==> config.mk <==
export PLATFORM = sky130hd
export DESIGN_NAME = number_property_classifier_unit
export DESIGN_NICKNAME = d
export VERILOG_FILES = /design/src/hw/rtl/npc_pkg.sv /design/src/hw/rtl/npc_div.sv /design/src/hw/rtl/npc_dpath.sv /design/src/hw/rtl/npc_ctrl.sv /design/src/hw/rtl/number_property_classifier_unit.sv
export SDC_FILE = /design/constraint.sdc
export NUM_CORES = 1
export LEC_CHECK = 0
export BUFFER_PORTS_ARGS = -buffer_cell sky130_fd_sc_hd__buf_2
export CAP_MARGIN = 15
export CORE_ASPECT_RATIO = 1.5
export CORE_MARGIN = 8
export CORE_UTILIZATION = 48
export DETAILED_ROUTE_END_ITERATION = 10
export GPL_TIMING_DRIVEN = 0
export PLACE_DENSITY_LB_ADDON = 0.08
export SYNTH_ARGS = -nofsm -noshare
export SYNTH_HDL_FRONTEND = slang
export SYNTH_SLANG_ARGS = --single-unit
==> constraint.sdc <==
create_clock -name clk -period 4.1 [get_ports clk]
set_input_delay 0.41 -clock clk [delete_from_list [all_inputs] [get_ports clk]]
set_output_delay 0.41 -clock clk [all_outputs]
set_load 0.01 [all_outputs]
==> src/hw/rtl/npc_pkg.sv <==
// ----------------------------------------------------------------------------
// npc_pkg: shared types and constants of the number property classifier
// Widths, divisor class codes, controller/datapath command and status words.
// ----------------------------------------------------------------------------
package npc_pkg;

  localparam int VALUE_WIDTH   = 16;
  // Trial divisors never exceed the square root of the largest value plus one.
  localparam int DIV_WIDTH     = (VALUE_WIDTH + 1) / 2 + 1;
  // Step counter of the triangular search, one bit of headroom over a divisor.
  localparam int TRI_K_WIDTH   = DIV_WIDTH + 1;
  // The divisor sum of any value in range stays below eight times the value.
  localparam int SUM_WIDTH     = VALUE_WIDTH + 3;
  localparam int DIV_CNT_WIDTH = $clog2(VALUE_WIDTH);

  localparam logic [1:0] CLASS_DEFICIENT = 2'd0;
  localparam logic [1:0] CLASS_PERFECT   = 2'd1;
  localparam logic [1:0] CLASS_ABUNDANT  = 2'd2;
  localparam logic [1:0] CLASS_NONE      = 2'd3;

  typedef struct packed {
    logic load;       // capture a new input word
    logic tri_step;   // advance the triangular running sum
    logic div_start;  // start dividing the value by the current trial divisor
    logic acc;        // fold the divider result in and move to the next divisor
    logic publish;    // load the result registers
  } cmd_t;

  typedef struct packed {
    logic pos;        // captured value is above zero
    logic tri_done;   // triangular sum has reached or passed the value, or the value is not positive
    logic sq_over;    // square of the trial divisor exceeds the value
    logic div_busy;   // divider is still iterating
  } status_t;

  // Compares against every factorial that fits in the positive range.
  // The factorials themselves are constants and fold away at elaboration.
  function automatic logic is_factorial_fn(input logic [VALUE_WIDTH-1:0] v);
    logic [63:0] f;
    logic        hit;
    f   = 64'd1;
    hit = 1'b0;
    for (int k = 1; k <= 20; k++) begin
      f = f * 64'(k);
      if (f < (64'd1 << (VALUE_WIDTH - 1))) begin
        if (v == f[VALUE_WIDTH-1:0]) begin
          hit = 1'b1;
        end
      end
    end
    return hit;
  endfunction

endpackage

==> src/hw/rtl/npc_div.sv <==
// ----------------------------------------------------------------------------
// npc_div: restoring divider, one quotient bit per cycle
// Divides the value by a trial divisor and keeps quotient and remainder.
// ----------------------------------------------------------------------------
module npc_div (
  input  logic                          clk,
  input  logic                          rst_n,
  input  logic                          start,
  input  logic [npc_pkg::VALUE_WIDTH-1:0] dividend,
  input  logic [npc_pkg::DIV_WIDTH-1:0]   divisor,
  output logic                          busy,
  output logic [npc_pkg::VALUE_WIDTH-1:0] quotient,
  output logic [npc_pkg::DIV_WIDTH-1:0]   remainder
);
  import npc_pkg::*;

  logic                     busy_r, busy_nxt;
  logic [DIV_CNT_WIDTH-1:0] cnt_r, cnt_nxt;
  logic [VALUE_WIDTH-1:0]   quo_r, quo_nxt;
  logic [DIV_WIDTH-1:0]     rem_r, rem_nxt;
  logic [DIV_WIDTH-1:0]     dsr_r, dsr_nxt;
  logic [DIV_WIDTH:0]       trial;
  logic [DIV_WIDTH:0]       diff;
  logic                     fits;

  assign trial = {rem_r, quo_r[VALUE_WIDTH-1]};
  assign diff  = trial - {1'b0, dsr_r};
  assign fits  = trial >= {1'b0, dsr_r};

  always_comb begin
    busy_nxt = busy_r;
    cnt_nxt  = cnt_r;
    quo_nxt  = quo_r;
    rem_nxt  = rem_r;
    dsr_nxt  = dsr_r;
    if (start) begin
      busy_nxt = 1'b1;
      cnt_nxt  = '0;
      quo_nxt  = dividend;
      rem_nxt  = '0;
      dsr_nxt  = divisor;
    end else if (busy_r) begin
      quo_nxt = {quo_r[VALUE_WIDTH-2:0], fits};
      rem_nxt = fits ? diff[DIV_WIDTH-1:0] : trial[DIV_WIDTH-1:0];
      cnt_nxt = cnt_r + 1'b1;
      if (cnt_r == DIV_CNT_WIDTH'(VALUE_WIDTH - 1)) begin
        busy_nxt = 1'b0;
      end
    end
  end

  always_ff @(posedge clk) begin
    if (!rst_n) begin
      busy_r <= 1'b0;
      cnt_r  <= '0;
    end else begin
      busy_r <= busy_nxt;
      cnt_r  <= cnt_nxt;
    end
    quo_r <= quo_nxt;
    rem_r <= rem_nxt;
    dsr_r <= dsr_nxt;
  end

  assign busy      = busy_r;
  assign quotient  = quo_r;
  assign remainder = rem_r;

endmodule

==> src/hw/rtl/npc_dpath.sv <==
// ----------------------------------------------------------------------------
// npc_dpath: datapath of the number property classifier
// Holds the value, the triangular search, the trial divisor loop and results.
// ----------------------------------------------------------------------------
module npc_dpath (
  input  logic                            clk,
  input  logic                            rst_n,
  input  npc_pkg::cmd_t                   cmd,
  output npc_pkg::status_t                status,
  input  logic [npc_pkg::VALUE_WIDTH-1:0] in_value,
  output logic                            out_is_natural,
  output logic                            out_is_even,
  output logic                            out_is_prime,
  output logic                            out_is_triangular,
  output logic                            out_is_square,
  output logic                            out_is_factorial,
  output logic                            out_is_power_of_two,
  output logic [1:0]                      out_divisor_class
);
  import npc_pkg::*;

  logic [VALUE_WIDTH-1:0] n_r, n_nxt;
  logic [VALUE_WIDTH:0]   t_r, t_nxt;
  logic [TRI_K_WIDTH-1:0] k_r, k_nxt;
  logic [DIV_WIDTH-1:0]   d_r, d_nxt;
  logic [VALUE_WIDTH:0]   sq_r, sq_nxt;
  logic [SUM_WIDTH-1:0]   sum_r, sum_nxt;
  logic                   comp_r, comp_nxt;
  logic                   sqhit_r, sqhit_nxt;

  logic                   nat_r, even_r, prime_r, tri_r, square_r, fact_r, pow2_r;
  logic [1:0]             cls_r;

  logic                   pos;
  logic                   div_busy;
  logic [VALUE_WIDTH-1:0] quo;
  logic [DIV_WIDTH-1:0]   rem;
  logic [VALUE_WIDTH-1:0] d_ext;
  logic [SUM_WIDTH-1:0]   twice_n;
  logic [1:0]             cls;

  npc_div u_div (
    .clk       (clk),
    .rst_n     (rst_n),
    .start     (cmd.div_start),
    .dividend  (n_r),
    .divisor   (d_r),
    .busy      (div_busy),
    .quotient  (quo),
    .remainder (rem)
  );

  assign pos     = !n_r[VALUE_WIDTH-1] && (n_r != '0);
  assign d_ext   = VALUE_WIDTH'(d_r);
  assign twice_n = {{(SUM_WIDTH-VALUE_WIDTH-1){1'b0}}, n_r, 1'b0};

  assign status.pos      = pos;
  assign status.tri_done = !pos || (t_r >= {1'b0, n_r});
  assign status.sq_over  = sq_r > {1'b0, n_r};
  assign status.div_busy = div_busy;

  always_comb begin
    n_nxt     = n_r;
    t_nxt     = t_r;
    k_nxt     = k_r;
    d_nxt     = d_r;
    sq_nxt    = sq_r;
    sum_nxt   = sum_r;
    comp_nxt  = comp_r;
    sqhit_nxt = sqhit_r;
    if (cmd.load) begin
      n_nxt     = in_value;
      t_nxt     = '0;
      k_nxt     = TRI_K_WIDTH'(1);
      d_nxt     = DIV_WIDTH'(1);
      sq_nxt    = (VALUE_WIDTH + 1)'(1);
      sum_nxt   = '0;
      comp_nxt  = 1'b0;
      sqhit_nxt = 1'b0;
    end
    if (cmd.tri_step) begin
      t_nxt = t_r + (VALUE_WIDTH + 1)'(k_r);
      k_nxt = k_r + 1'b1;
    end
    if (cmd.acc) begin
      if (rem == '0) begin
        if (quo != d_ext) begin
          sum_nxt = sum_r + SUM_WIDTH'(d_r) + SUM_WIDTH'(quo);
        end else begin
          sum_nxt = sum_r + SUM_WIDTH'(d_r);
        end
        if (d_r != DIV_WIDTH'(1)) begin
          comp_nxt = 1'b1;
        end
      end
      if (sq_r == {1'b0, n_r}) begin
        sqhit_nxt = 1'b1;
      end
      // (d+1)^2 = d^2 + 2d + 1
      sq_nxt = sq_r + (VALUE_WIDTH + 1)'({d_r, 1'b1});
      d_nxt  = d_r + 1'b1;
    end
  end

  always_comb begin
    if (!pos) begin
      cls = CLASS_NONE;
    end else if (sum_r == twice_n) begin
      cls = CLASS_PERFECT;
    end else if (sum_r > twice_n) begin
      cls = CLASS_ABUNDANT;
    end else begin
      cls = CLASS_DEFICIENT;
    end
  end

  always_ff @(posedge clk) begin
    n_r     <= n_nxt;
    t_r     <= t_nxt;
    k_r     <= k_nxt;
    d_r     <= d_nxt;
    sq_r    <= sq_nxt;
    sum_r   <= sum_nxt;
    comp_r  <= comp_nxt;
    sqhit_r <= sqhit_nxt;
    if (cmd.publish) begin
      nat_r    <= !n_r[VALUE_WIDTH-1];
      even_r   <= !n_r[0];
      prime_r  <= pos && (n_r != VALUE_WIDTH'(1)) && !comp_r;
      tri_r    <= pos && (t_r == {1'b0, n_r});
      square_r <= pos && sqhit_r;
      fact_r   <= pos && is_factorial_fn(n_r);
      pow2_r   <= pos && ((n_r & (n_r - 1'b1)) == '0);
      cls_r    <= cls;
    end
  end

  assign out_is_natural      = nat_r;
  assign out_is_even         = even_r;
  assign out_is_prime        = prime_r;
  assign out_is_triangular   = tri_r;
  assign out_is_square       = square_r;
  assign out_is_factorial    = fact_r;
  assign out_is_power_of_two = pow2_r;
  assign out_divisor_class   = cls_r;

endmodule

==> src/hw/rtl/npc_ctrl.sv <==
// ----------------------------------------------------------------------------
// npc_ctrl: controller of the number property classifier
// Sequences the triangular search and the trial divisor loop, owns handshakes.
// ----------------------------------------------------------------------------
module npc_ctrl (
  input  logic             clk,
  input  logic             rst_n,
  input  logic             in_valid,
  output logic             in_stall,
  output logic             out_valid,
  input  logic             out_stall,
  input  npc_pkg::status_t status,
  output npc_pkg::cmd_t    cmd
);
  import npc_pkg::*;

  typedef enum logic [5:0] {
    S_IDLE = 6'b000001,
    S_TRI  = 6'b000010,
    S_TEST = 6'b000100,
    S_DIV  = 6'b001000,
    S_ACC  = 6'b010000,
    S_DONE = 6'b100000
  } state_t;

  state_t state_r, state_nxt;
  logic   out_valid_r, out_valid_nxt;

  assign in_stall  = (state_r != S_IDLE);
  assign out_valid = out_valid_r;

  always_comb begin
    state_nxt     = state_r;
    out_valid_nxt = out_valid_r;
    cmd           = '0;
    if (out_valid_r && !out_stall) begin
      out_valid_nxt = 1'b0;
    end
    case (state_r)
      S_IDLE: begin
        if (in_valid) begin
          cmd.load  = 1'b1;
          state_nxt = S_TRI;
        end
      end
      S_TRI: begin
        if (status.tri_done) begin
          state_nxt = S_TEST;
        end else begin
          cmd.tri_step = 1'b1;
        end
      end
      S_TEST: begin
        if (!status.pos || status.sq_over) begin
          state_nxt = S_DONE;
        end else begin
          cmd.div_start = 1'b1;
          state_nxt     = S_DIV;
        end
      end
      S_DIV: begin
        if (!status.div_busy) begin
          state_nxt = S_ACC;
        end
      end
      S_ACC: begin
        cmd.acc   = 1'b1;
        state_nxt = S_TEST;
      end
      S_DONE: begin
        if (!out_valid_r || !out_stall) begin
          cmd.publish   = 1'b1;
          out_valid_nxt = 1'b1;
          state_nxt     = S_IDLE;
        end
      end
      default: begin
        state_nxt = S_IDLE;
      end
    endcase
  end

  always_ff @(posedge clk) begin
    if (!rst_n) begin
      state_r     <= S_IDLE;
      out_valid_r <= 1'b0;
    end else begin
      state_r     <= state_nxt;
      out_valid_r <= out_valid_nxt;
    end
  end

endmodule

==> src/hw/rtl/number_property_classifier_unit.sv <==
// ----------------------------------------------------------------------------
// number_property_classifier_unit: property flags and divisor class of a value
// Top level: joins the controller and the datapath of the classifier.
// ----------------------------------------------------------------------------
// Usage. One signed word enters on in_value when in_valid is high and in_stall
// is low. The unit then answers with one result word: seven property flags and
// a two-bit divisor class (deficient, perfect, abundant or not classified).
// The input side stalls while a word is being classified; one word is worked
// on at a time.
// Sequence. The triangular search adds one term per cycle. The trial divisor
// loop then runs d = 1 while d*d <= n; for each divisor the controller tests
// the bound, starts the one-bit-per-cycle divider, waits for it and then
// accumulates. A zero or negative word skips both loops and goes straight to
// the result; the next word is taken once the result has been published.
// Output. The result sits in a register; a new word is accepted while the
// last result still waits for its receiver. If the receiver stalls when the
// next result is ready, the unit holds that result internally until the
// output register frees up. Reset empties the unit and clears out_valid.
// ----------------------------------------------------------------------------
module number_property_classifier_unit (
  input  logic                            clk,
  input  logic                            rst_n,
  input  logic                            in_valid,
  output logic                            in_stall,
  input  logic [npc_pkg::VALUE_WIDTH-1:0] in_value,
  output logic                            out_valid,
  input  logic                            out_stall,
  output logic                            out_is_natural,
  output logic                            out_is_even,
  output logic                            out_is_prime,
  output logic                            out_is_triangular,
  output logic                            out_is_square,
  output logic                            out_is_factorial,
  output logic                            out_is_power_of_two,
  output logic [1:0]                      out_divisor_class
);
  import npc_pkg::*;

  // Command and status words are the only link between the two halves.
  cmd_t    cmd;
  status_t status;

  npc_ctrl u_ctrl (
    .clk       (clk),
    .rst_n     (rst_n),
    .in_valid  (in_valid),
    .in_stall  (in_stall),
    .out_valid (out_valid),
    .out_stall (out_stall),
    .status    (status),
    .cmd       (cmd)
  );

  npc_dpath u_dpath (
    .clk                 (clk),
    .rst_n               (rst_n),
    .cmd                 (cmd),
    .status              (status),
    .in_value            (in_value),
    .out_is_natural      (out_is_natural),
    .out_is_even         (out_is_even),
    .out_is_prime        (out_is_prime),
    .out_is_triangular   (out_is_triangular),
    .out_is_square       (out_is_square),
    .out_is_factorial    (out_is_factorial),
    .out_is_power_of_two (out_is_power_of_two),
    .out_divisor_class   (out_divisor_class)
  );

`ifndef ASSERT_OFF
  // An accepted word keeps the input side closed until it is classified.
  a_busy_after_accept: assert property (@(posedge clk) disable iff (!rst_n)
    in_valid && !in_stall |=> in_stall)
    else $error("input accepted again while a word was in flight");

  // A fresh result only appears when the controller has published one.
  a_publish_before_valid: assert property (@(posedge clk) disable iff (!rst_n)
    $rose(out_valid) |-> $past(cmd.publish))
    else $error("result valid without a publish");

  // Negative words are never classified by divisor sum.
  a_negative_unclassified: assert property (@(posedge clk) disable iff (!rst_n)
    out_valid && !out_is_natural |-> out_divisor_class == CLASS_NONE)
    else $error("negative word received a divisor class");

  // A prime has proper divisors summing to one, so it is deficient and never a square.
  a_prime_deficient: assert property (@(posedge clk) disable iff (!rst_n)
    out_valid && out_is_prime |-> out_divisor_class == CLASS_DEFICIENT && !out_is_square)
    else $error("prime word with inconsistent flags");
`endif

endmodule
==> results by group, run 1 <==
Worst setup path
  – FF-to-FF path depth: 11
  – Stages on the worst setup path: 11
  – CP top delay family: simple AND/OR/NAND/NOR gates
  – Maximum fanout along the worst path: 16
  – FF-to-FF setup slack: 0.17 ns
  – Worst Path Required: 4.17 ns
  – Data arrival, critical path: 4.00 ns
  – Worst Setup End Kind: flop
  – Worst setup path end: u_dpath.u_div.quotient[7]
  – Worst setup path startpoint: u_dpath.n_r[6]
  – Crit start category: flop
  – FF-to-FF End: u_dpath.u_div.quotient[7]
  – Largest stage delay, worst path: 0.54 ns
  – CP bufs+invs: 3
  – Reg2reg start: u_dpath.n_r[6]
  – Crit path cell chain: clkbuf_1 -> inv_1 -> ha_1 -> nand4_1 -> nor4_1 -> nand4b_1 -> o21a_1 -> nor2_1 -> nand3b_4 -> buf_2 -> nand2_1
  – Worst path slowest cell: nand2_1
  – Setup CP Type: reg -> reg

Floorplan
  – Overall die height: 195 um
  – Core area: 21000 um2
  – IO Pins: 31
  – FP Rows: 65
  – Initial Util: 48.7%
  – Die W: 135 um
  – Total Die Area: 26300 um2

Synthesis
  – Yosys reg bits: 145
  – Synth Cell Area: 10200 um2
  – Yosys cell types: 76
  – Syn Nets: 1192
  – Synth Instances: 1061
  – EDFF count, synth: 103
  – Ys flop type: edfxtp_1
  – Warnings, synthesis: 0
  – Seq/Total Area, Yosys: 38.5%
  – Post-synthesis async set-or-reset flop share: 0%
  – Avg Cell Area, Syn: 9.63 um2

Finish
  – Non-filler cells, final: 1405
  – Commonest non-fill, non-tap cell in the layout: ha_1
  – Ant. Diodes: 0
  – Most frequent cells in the layout: ha_1 (106), edfxtp_1 (103), nor2_1 (91)
  – Nets: 1255
  – Design area: 11500 um2
  – Area Growth Syn to Fin: 12.7%
  – Layout cell share with drive strength beyond 1: 10.8%
  – # fillers: 1909

Clock tree
  – TritonCTS Buffers: 17
  – CTS root buf: clkbuf_16
  – TritonCTS clock tree: yes
  – Clk buf depth: 2
  – Clock Sinks: 145
  – CTS H-tree depth: 4
  – Clk_lat worst skew: 0.44 ns
  – Clock transition at the registers of the reported paths: 0.06 ns

Route
  – Detail Route Antenna Nets: 0
  – Vias: 8133
  – Routed wire length: 27900 um
  – # DRC: 0
  – DRT Pass-1 Iters: 4
  – First DRT Iteration DRCs: 534
  – WL per Instance: 19.8 um
  – Drt via density: 5.79

STA
  – Final setup fails: 0
  – Fin crit period: 3.93 ns
  – RSZ-0062 raised after global routing: false
  – Measured slew at the worst slew-check pin: 1.02 ns
  – Max frequency: 255 MHz
  – Worst clock skew: 0.00912 ns
  – Worst slew margin: 31.9%
  – Period utilization: 95.8%
  – Max-slew violations: 0
  – Final-report hold violation count: 0
  – Final Worst Setup Slack: 0.171 ns

GRT
  – Initial antenna violation count: 0
  – First-pass GRT wire length: 43400 um
  – Overflow after GRT: 0
  – GRT Total Usage: 21.3%
  – Pin count of the biggest net entering global routing: 28
  – Number of global-route vias before repair: 8064

Placement
  – GP Congestion: 0.914
  – Detailed placer's ending HPWL: 21700 um
  – DP Worst Slack: -0.465 ns
  – Port Buf Inserts: 30
  – Dpl cells: 1359
  – Dpl cell area: 10700 um2

Run status
  – Status: completed

Min path
  – Worst hold path class: in -> reg

Power and ir drop
  – Power Density: 391 nW/um2
  – Maximum vdd drop: 0.282 mV
  – Leakage power figure: 0.00466 uW

Run
  – Max-Cap Viols: 0
==> routing by layer <==
layer | GRT usage (%) | routed length (um)
met1 | 22.8 | 11300
met5 | 0 | 0
met4 | 9.12 | 933
met2 | 39.6 | 14900
met3 | 3.46 | 707
==> Yosys cell counts, types with 18 or more instances <==
library cell	count	share of area (%)
a21oi_1	65	3.2
and3_1	18	1.1
dfxtp_1	42	8.2
edfxtp_1	103	30
ha_1	106	13
inv_1	62	2.3
nand2_1	60	2.2
nand3_1	49	2.4
nor2_1	91	3.3
nor2b_1	21	1.3
nor3_1	27	1.3
o21a_1	18	1.3
o21ai_0	59	2.9
xnor2_1	45	3.9
xor2_1	31	2.7
==> timing repair <==
action | in CTS | in global routing
gates resized for setup | 2 | 6
pin swaps | 0 | 1
setup endpoints to repair | 7 | 6
hold endpoints to repair | 0 | 0
setup buffers | 3 | 9
hold buffers | 0 | 0
==> registers in the layout, summed over array words and instances (netlist names), 2 cells and up <==
signal / count
u_dpath.n_r: 16
u_dpath.sq_r: 17
u_dpath.u_div.remainder: 9
u_dpath.k_r: 10
u_dpath.t_r: 17
u_dpath.u_div.dsr_r: 9
u_dpath.sum_r: 19
u_ctrl.state_r: 6
u_dpath.out_divisor_class: 2
u_dpath.d_r: 9
u_dpath.u_div.quotient: 16
u_dpath.u_div.cnt_r: 4
==> logic make-up (layout without fill, tap and decap cells) <==
family,after synthesis,after routing,synth area share [%]
and+or+nand+nor,362,362,18.3
AOI/OAI and AO/OA,251,251,16.2
DFF,145,145,38.5
adders and majority gates,113,113,14.1
buffers and inverters,88,164,3.50
xor gates and xnor gates,76,76,6.51
muxes,26,26,2.80
==> area by class of cell <==
cell class | instances | area, um2 | share of cell area, %
multi-input combinational | 828 | 5970 | 51.8
sequential | 145 | 3930 | 34.2
clock buffer | 19 | 433 | 3.76
tap | 268 | 335 | 2.91
timing repair buffer | 44 | 283 | 2.46
inverter | 62 | 233 | 2.02
clock inverter | 13 | 209 | 1.81
buffer | 26 | 125 | 1.09
==> worst min path at each step <==
stage | from | to | depth (start not counted)
after floorplan | u_dpath.sqhit_r | u_dpath.sqhit_r | 2
after global placement | u_dpath.comp_r | u_dpath.comp_r | 1
after detailed placement | u_dpath.comp_r | u_dpath.comp_r | 1
after CTS | in_value[10] | u_dpath.n_r[10] | 1
after global routing | in_value[10] | u_dpath.n_r[10] | 1
final | in_value[10] | u_dpath.n_r[10] | 1
==> report_power, final <==
group	leakage [uW]	switching (uW)	internal, uW
sequential	0.00131	126	1690
clock	0.000305	642	1080
combinational	0.00305	560	403
total	0.00466	1330	3170
==> through the flow <==
stage	total power, uW	hold slack, ns	setup TNS, ns	utilization, %
6_report	4500	0.145	0	54.9
5_1_grt	4700	0.132	0	54.9
4_1_cts	4490	0.133	0	54.3
3_5_place_dp	2760	0.450	-1.57	51.0
3_3_place_gp	2750	0.443	-1.21	51.0
2_1_floorplan	2500	0.417	0	-
(Power assumes the default switching activity.)
==> run 2, diff against run 1 <==
- REMOVE_ABC_BUFFERS: not set -> 1
==> results by group, run 2 (same netlist as run 1, synthesis figures left out) <==
Finish
  – Nets: 1230
  – Area Growth Syn to Fin: 11.2%
  – Most frequent cells in the layout: ha_1 (106), edfxtp_1 (103), nor2_1 (91)
  – Ant. Diodes: 0
  – Design area: 11400 um2
  – Layout cell share with drive strength beyond 1: 9.89%
  – Commonest non-fill, non-tap cell in the layout: ha_1
  – Biggest regs: u_dpath.sum_r x19, u_dpath.sq_r x17, u_dpath.t_r x17
  – Largest register FFs: 19
  – Biggest register: u_dpath.sum_r

STA
  – Final setup fails: 0
  – Max-slew violations: 0
  – Worst clock skew: 0.0103 ns
  – Hold Slack: 0.154 ns
  – Worst slew margin: 29.4%
  – Measured slew at the worst slew-check pin: 1.06 ns
  – Final Worst Setup Slack: 0.181 ns
  – Fin crit period: 3.92 ns
  – Setup TNS: 0 ns
  – Final-report hold violation count: 0
  – Period utilization: 95.6%
  – Max frequency: 255 MHz

Clock tree
  – Clock Sinks: 145
  – CTS H-tree depth: 4
  – Hold-fix buffers, CTS: 0
  – TritonCTS Buffers: 17
  – Clock transition at the registers of the reported paths: 0.06 ns
  – CTS root buf: clkbuf_16
  – Clk_lat worst skew: 0.43 ns
  – TritonCTS clock tree: yes
  – Clk buf depth: 2

Worst setup path
  – Largest stage delay, worst path: 0.55 ns
  – Worst path slowest cell: edfxtp_1
  – Crit start category: flop
  – FF-to-FF path depth: 13
  – FF-to-FF setup slack: 0.18 ns
  – CP top delay family: simple AND/OR/NAND/NOR gates
  – Reg2reg start: u_dpath.d_r[4]
  – Data arrival, critical path: 4.28 ns
  – Worst Setup End Kind: flop
  – FF-to-FF End: u_dpath.sum_r[17]
  – Maximum fanout along the worst path: 7
  – CP bufs+invs: 0
  – Worst Path Required: 4.47 ns
  – Crit path cell chain: ha_1 -> or3_4 -> nor3_1 -> o21ai_0 -> and4_1 -> and3_1 -> xor2_1 -> ha_1 -> or2_2 -> a211o_1 -> and4_4 -> o31a_1 -> mux2i_1
  – Setup CP Type: reg -> reg
  – Crit path top cell by count: ha_1

Placement
  – Dpl cell area: 10600 um2
  – Detailed placer's ending HPWL: 19700 um
  – Port Buf Inserts: 30
  – GP Congestion: 0.853
  – DP Worst Slack: -0.708 ns

GRT
  – GRT Total Usage: 20.4%
  – Initial antenna violation count: 0
  – Overflow after GRT: 0
  – Number of global-route vias before repair: 8342
  – Pin count of the biggest net entering global routing: 34
  – First-pass GRT wire length: 42100 um

Power and ir drop
  – Leakage power figure: 0.00458 uW
  – Maximum vdd drop: 0.417 mV
  – Power Density: 382 nW/um2
  – PnR Total Power: 4340 uW

Floorplan
  – Die W: 135 um
  – Core area: 21000 um2
  – Initial Util: 48.7%
  – Total Die Area: 26300 um2
  – Overall die height: 195 um
  – FP Rows: 65
  – IO Pins: 31

Route
  – Routed wire length: 26000 um
  – # DRC: 0
  – Detail Route Antenna Nets: 0
  – Drt via density: 5.87
  – Vias: 8103
  – DRT Pass-1 Iters: 4
  – WL per Instance: 18.8 um
  – First DRT Iteration DRCs: 371

Run
  – Max-Cap Viols: 0

Run status
  – Status: completed

Min path
  – Worst hold path class: in -> reg
  – Hold path cells: 1
  – Hold Path Sink: u_dpath.n_r[12]
  – Min-delay src: in_value[12]
-- run 2: cell types whose count changed in the layout (fill, tap and decap cells not counted), moves of 3 or more --
cell,previous run,this run
clkbuf_1,17,5
clkbuf_8,0,3
buf_2,37,30
clkinv_4,3,0
-- run 2: final cells by class --
cell class / count / area [um2]
multi-input combinational: 828 / 5980
inverter: 62 / 233
tap: 268 / 335
sequential: 145 / 3930
clock buffer: 25 / 485
timing repair buffer: 45 / 290
clock inverter: 7 / 106
fill: 1926 / 9620
-- run 2: where the power goes --
part	switching, uW	internal (uW)	total (uW)
logic	533	393	926
clock network	593	999	1590
registers	135	1690	1830
-- run 2: routing by layer --
metal | up-vias | global-route usage (%) | share of wire [%]
met5 | - | 0 | 0
li1 | 4022 | - | -
met2 | 118 | 37.5 | 53
met1 | 3919 | 21.8 | 41
met4 | 0 | 9.99 | 3.5
met3 | 44 | 3.07 | 2.7
-- run 2: repair_timing --
action                     4_1_cts  5_1_grt
pin swaps                        1        2
setup endpoints to repair       33        5
gates resized for setup          6        5
setup buffers                    2        9
-- run 2: worst max-delay path by stage --
stage	start	to	slack (ns)	depth (start not counted)
floorplan	u_dpath.d_r[0]	u_dpath.sum_r[14]	0.27	17
global placement	u_dpath.u_div.quotient[15]	u_dpath.sum_r[14]	-1.39	7
detailed placement	u_dpath.n_r[1]	u_dpath.t_r[12]	-0.71	10
CTS	u_dpath.d_r[0]	u_dpath.sum_r[16]	0.03	17
global route	u_dpath.d_r[3]	u_dpath.sum_r[16]	-0.004	15
finish	u_dpath.d_r[4]	u_dpath.sum_r[17]	0.18	13
-- run 2: per-stage QoR --
step,utilization (%),instances
6_report,54.2,1380
5_1_grt,54.2,1380
4_1_cts,53.6,1370
3_5_place_dp,50.6,1336
3_3_place_gp,50.4,1333
2_1_floorplan,-,1035
==> run 3, diff against run 2 <==
- RECOVER_POWER: not set -> 25
==> results by group, run 3 (same netlist as run 1, synthesis figures left out) <==
Worst setup path
  – Worst path slowest cell: edfxtp_1
  – Worst Setup End Kind: flop
  – Largest stage delay, worst path: 0.56 ns
  – Data arrival, critical path: 4.20 ns
  – Worst Path Required: 4.39 ns
  – Crit path cell chain: ha_1 -> o21ai_1 -> a21oi_4 -> o21ba_2 -> or2_2 -> nand2_1 -> xnor2_1 -> ha_1 -> nor2b_1 -> nor2_1 -> o31ai_4 -> o211ai_1 -> a2111oi_1 -> o31ai_1 -> o31ai_1
  – Maximum fanout along the worst path: 8
  – Crit start category: flop
  – Setup CP Type: reg -> reg

Power and ir drop
  – Leakage power figure: 0.00454 uW
  – Maximum vdd drop: 0.420 mV
  – PnR Total Power: 4340 uW
  – Power Density: 383 nW/um2

STA
  – Worst clock skew: 0.0102 ns
  – Fin crit period: 3.91 ns
  – Max-slew violations: 0
  – Period utilization: 95.4%
  – Final setup fails: 0
  – Final Worst Setup Slack: 0.188 ns
  – Final-report hold violation count: 0
  – Worst slew margin: 29.2%
  – Max frequency: 256 MHz
  – Measured slew at the worst slew-check pin: 1.06 ns

GRT
  – Overflow after GRT: 0
  – First-pass GRT wire length: 42100 um
  – GRT Total Usage: 20.4%
  – Initial antenna violation count: 0
  – Number of global-route vias before repair: 8342
  – Pin count of the biggest net entering global routing: 34

Finish
  – Area Growth Syn to Fin: 10.8%
  – Largest register FFs: 19
  – Biggest register: u_dpath.sum_r
  – Biggest regs: u_dpath.sum_r x19, u_dpath.sq_r x17, u_dpath.t_r x17
  – Nets: 1230
  – Non-filler cells, final: 1380
  – Ant. Diodes: 0
  – Layout cell share with drive strength beyond 1: 8.45%
  – Commonest non-fill, non-tap cell in the layout: ha_1
  – Most frequent cells in the layout: ha_1 (106), edfxtp_1 (103), nor2_1 (91)

Route
  – Drt via density: 5.87
  – Detail Route Antenna Nets: 0
  – WL per Instance: 18.8 um
  – First DRT Iteration DRCs: 391
  – # DRC: 0
  – Vias: 8104
  – Routed wire length: 26000 um
  – DRT Pass-1 Iters: 4

Floorplan
  – Die W: 135 um
  – Overall die height: 195 um
  – Core area: 21000 um2
  – Total Die Area: 26300 um2
  – IO Pins: 31
  – FP Rows: 65
  – Initial Util: 48.7%

Clock tree
  – CTS root buf: clkbuf_16
  – Clock Sinks: 145
  – CTS H-tree depth: 4
  – Clock transition at the registers of the reported paths: 0.06 ns
  – Clk_lat worst skew: 0.43 ns
  – TritonCTS Buffers: 17
  – Clk buf depth: 2
  – TritonCTS clock tree: yes

Placement
  – DP Worst Slack: -0.708 ns
  – Detailed placer's ending HPWL: 19700 um
  – Dpl cells: 1336
  – GP Congestion: 0.853
  – Port Buf Inserts: 30

Run
  – Max-Cap Viols: 0

Min path
  – Worst hold path class: in -> reg

Run status
  – Status: completed
==> run 3: changes by cell type in the layout (fill, tap and decap cells not counted) <==
cell	before	now
nor4_1	10	11
buf_2	30	18
and2_1	14	12
nand2_1	58	59
and2_0	0	2
buf_4	12	10
nor4_4	1	0
nand2_2	2	1
clkbuf_1	5	19
==> run 3: final cells by class <==
type | count | area [um2]
Clock buffer | 25 | 485
Clock inverter | 7 | 106
Fill cell | 1939 | 9660
Inverter | 62 | 233
Multi-Input combinational cell | 828 | 5960
Sequential cell | 145 | 3930
Tap cell | 268 | 335
Timing Repair Buffer | 45 | 268
==> run 3: worst paths after layout <==
kind | from | to | slack, ns | cells past startpoint
max | u_dpath.d_r[3] | u_dpath.sum_r[16] | 0.19 | 15
min | in_value[12] | u_dpath.n_r[12] | 0.16 | 1
max reg2reg | u_dpath.d_r[3] | u_dpath.sum_r[16] | 0.19 | 15
min reg2reg | u_dpath.sqhit_r | u_dpath.sqhit_r | 0.45 | 2
==> run 3: worst max-delay path, delay by kind of cell (launching register included) <==
kind	cells	cell delay, ns
AOI/OAI and AO/OA	8	1.57
xor gates and xnor gates	1	0.16
adders and majority gates	2	0.72
DFF	1	0.56
and+or+nand+nor	4	0.76
==> run 3: repair_timing <==
action | CTS | global route
gates cloned | 0 | 0
hold buffers | 0 | 0
setup buffers | 2 | 9
pin swaps | 1 | 2
endpoints found under the setup margin | 33 | 5
gates resized for setup | 6 | 5
==> run 3: report_power, final <==
part           leakage, uW  switching [uW]  internal, uW
logic              0.00295             533           389
registers          0.00131             134          1690
clock network     0.000288             590           999
total              0.00454            1260          3080
==> run 3: routing by layer <==
metal  global-route usage (%)  routed length (um)  vias up
li1                         -                   -     4021
met1                     21.8               10500     3910
met2                     37.5               13800      128
met3                     3.07                 683       45
met4                     9.99                 920        0
met5                        0                   0        -
==> run 3: per-stage QoR <==
| step | cell area [um2] | hold slack [ns] | setup TNS (ns) | utilization (%) |
|---|---|---|---|---|
| global route | 11300 | 0.143 | -0.00375 | 54.0 |
| detailed placement | 10600 | 0.443 | -20.92 | 50.6 |
| global placement | 10600 | 0.433 | -34.97 | 50.4 |
| CTS | 11200 | 0.136 | 0 | 53.6 |
| finish | 11300 | 0.155 | 0 | 54.0 |
| floorplan | 10100 | 0.417 | 0 | - |
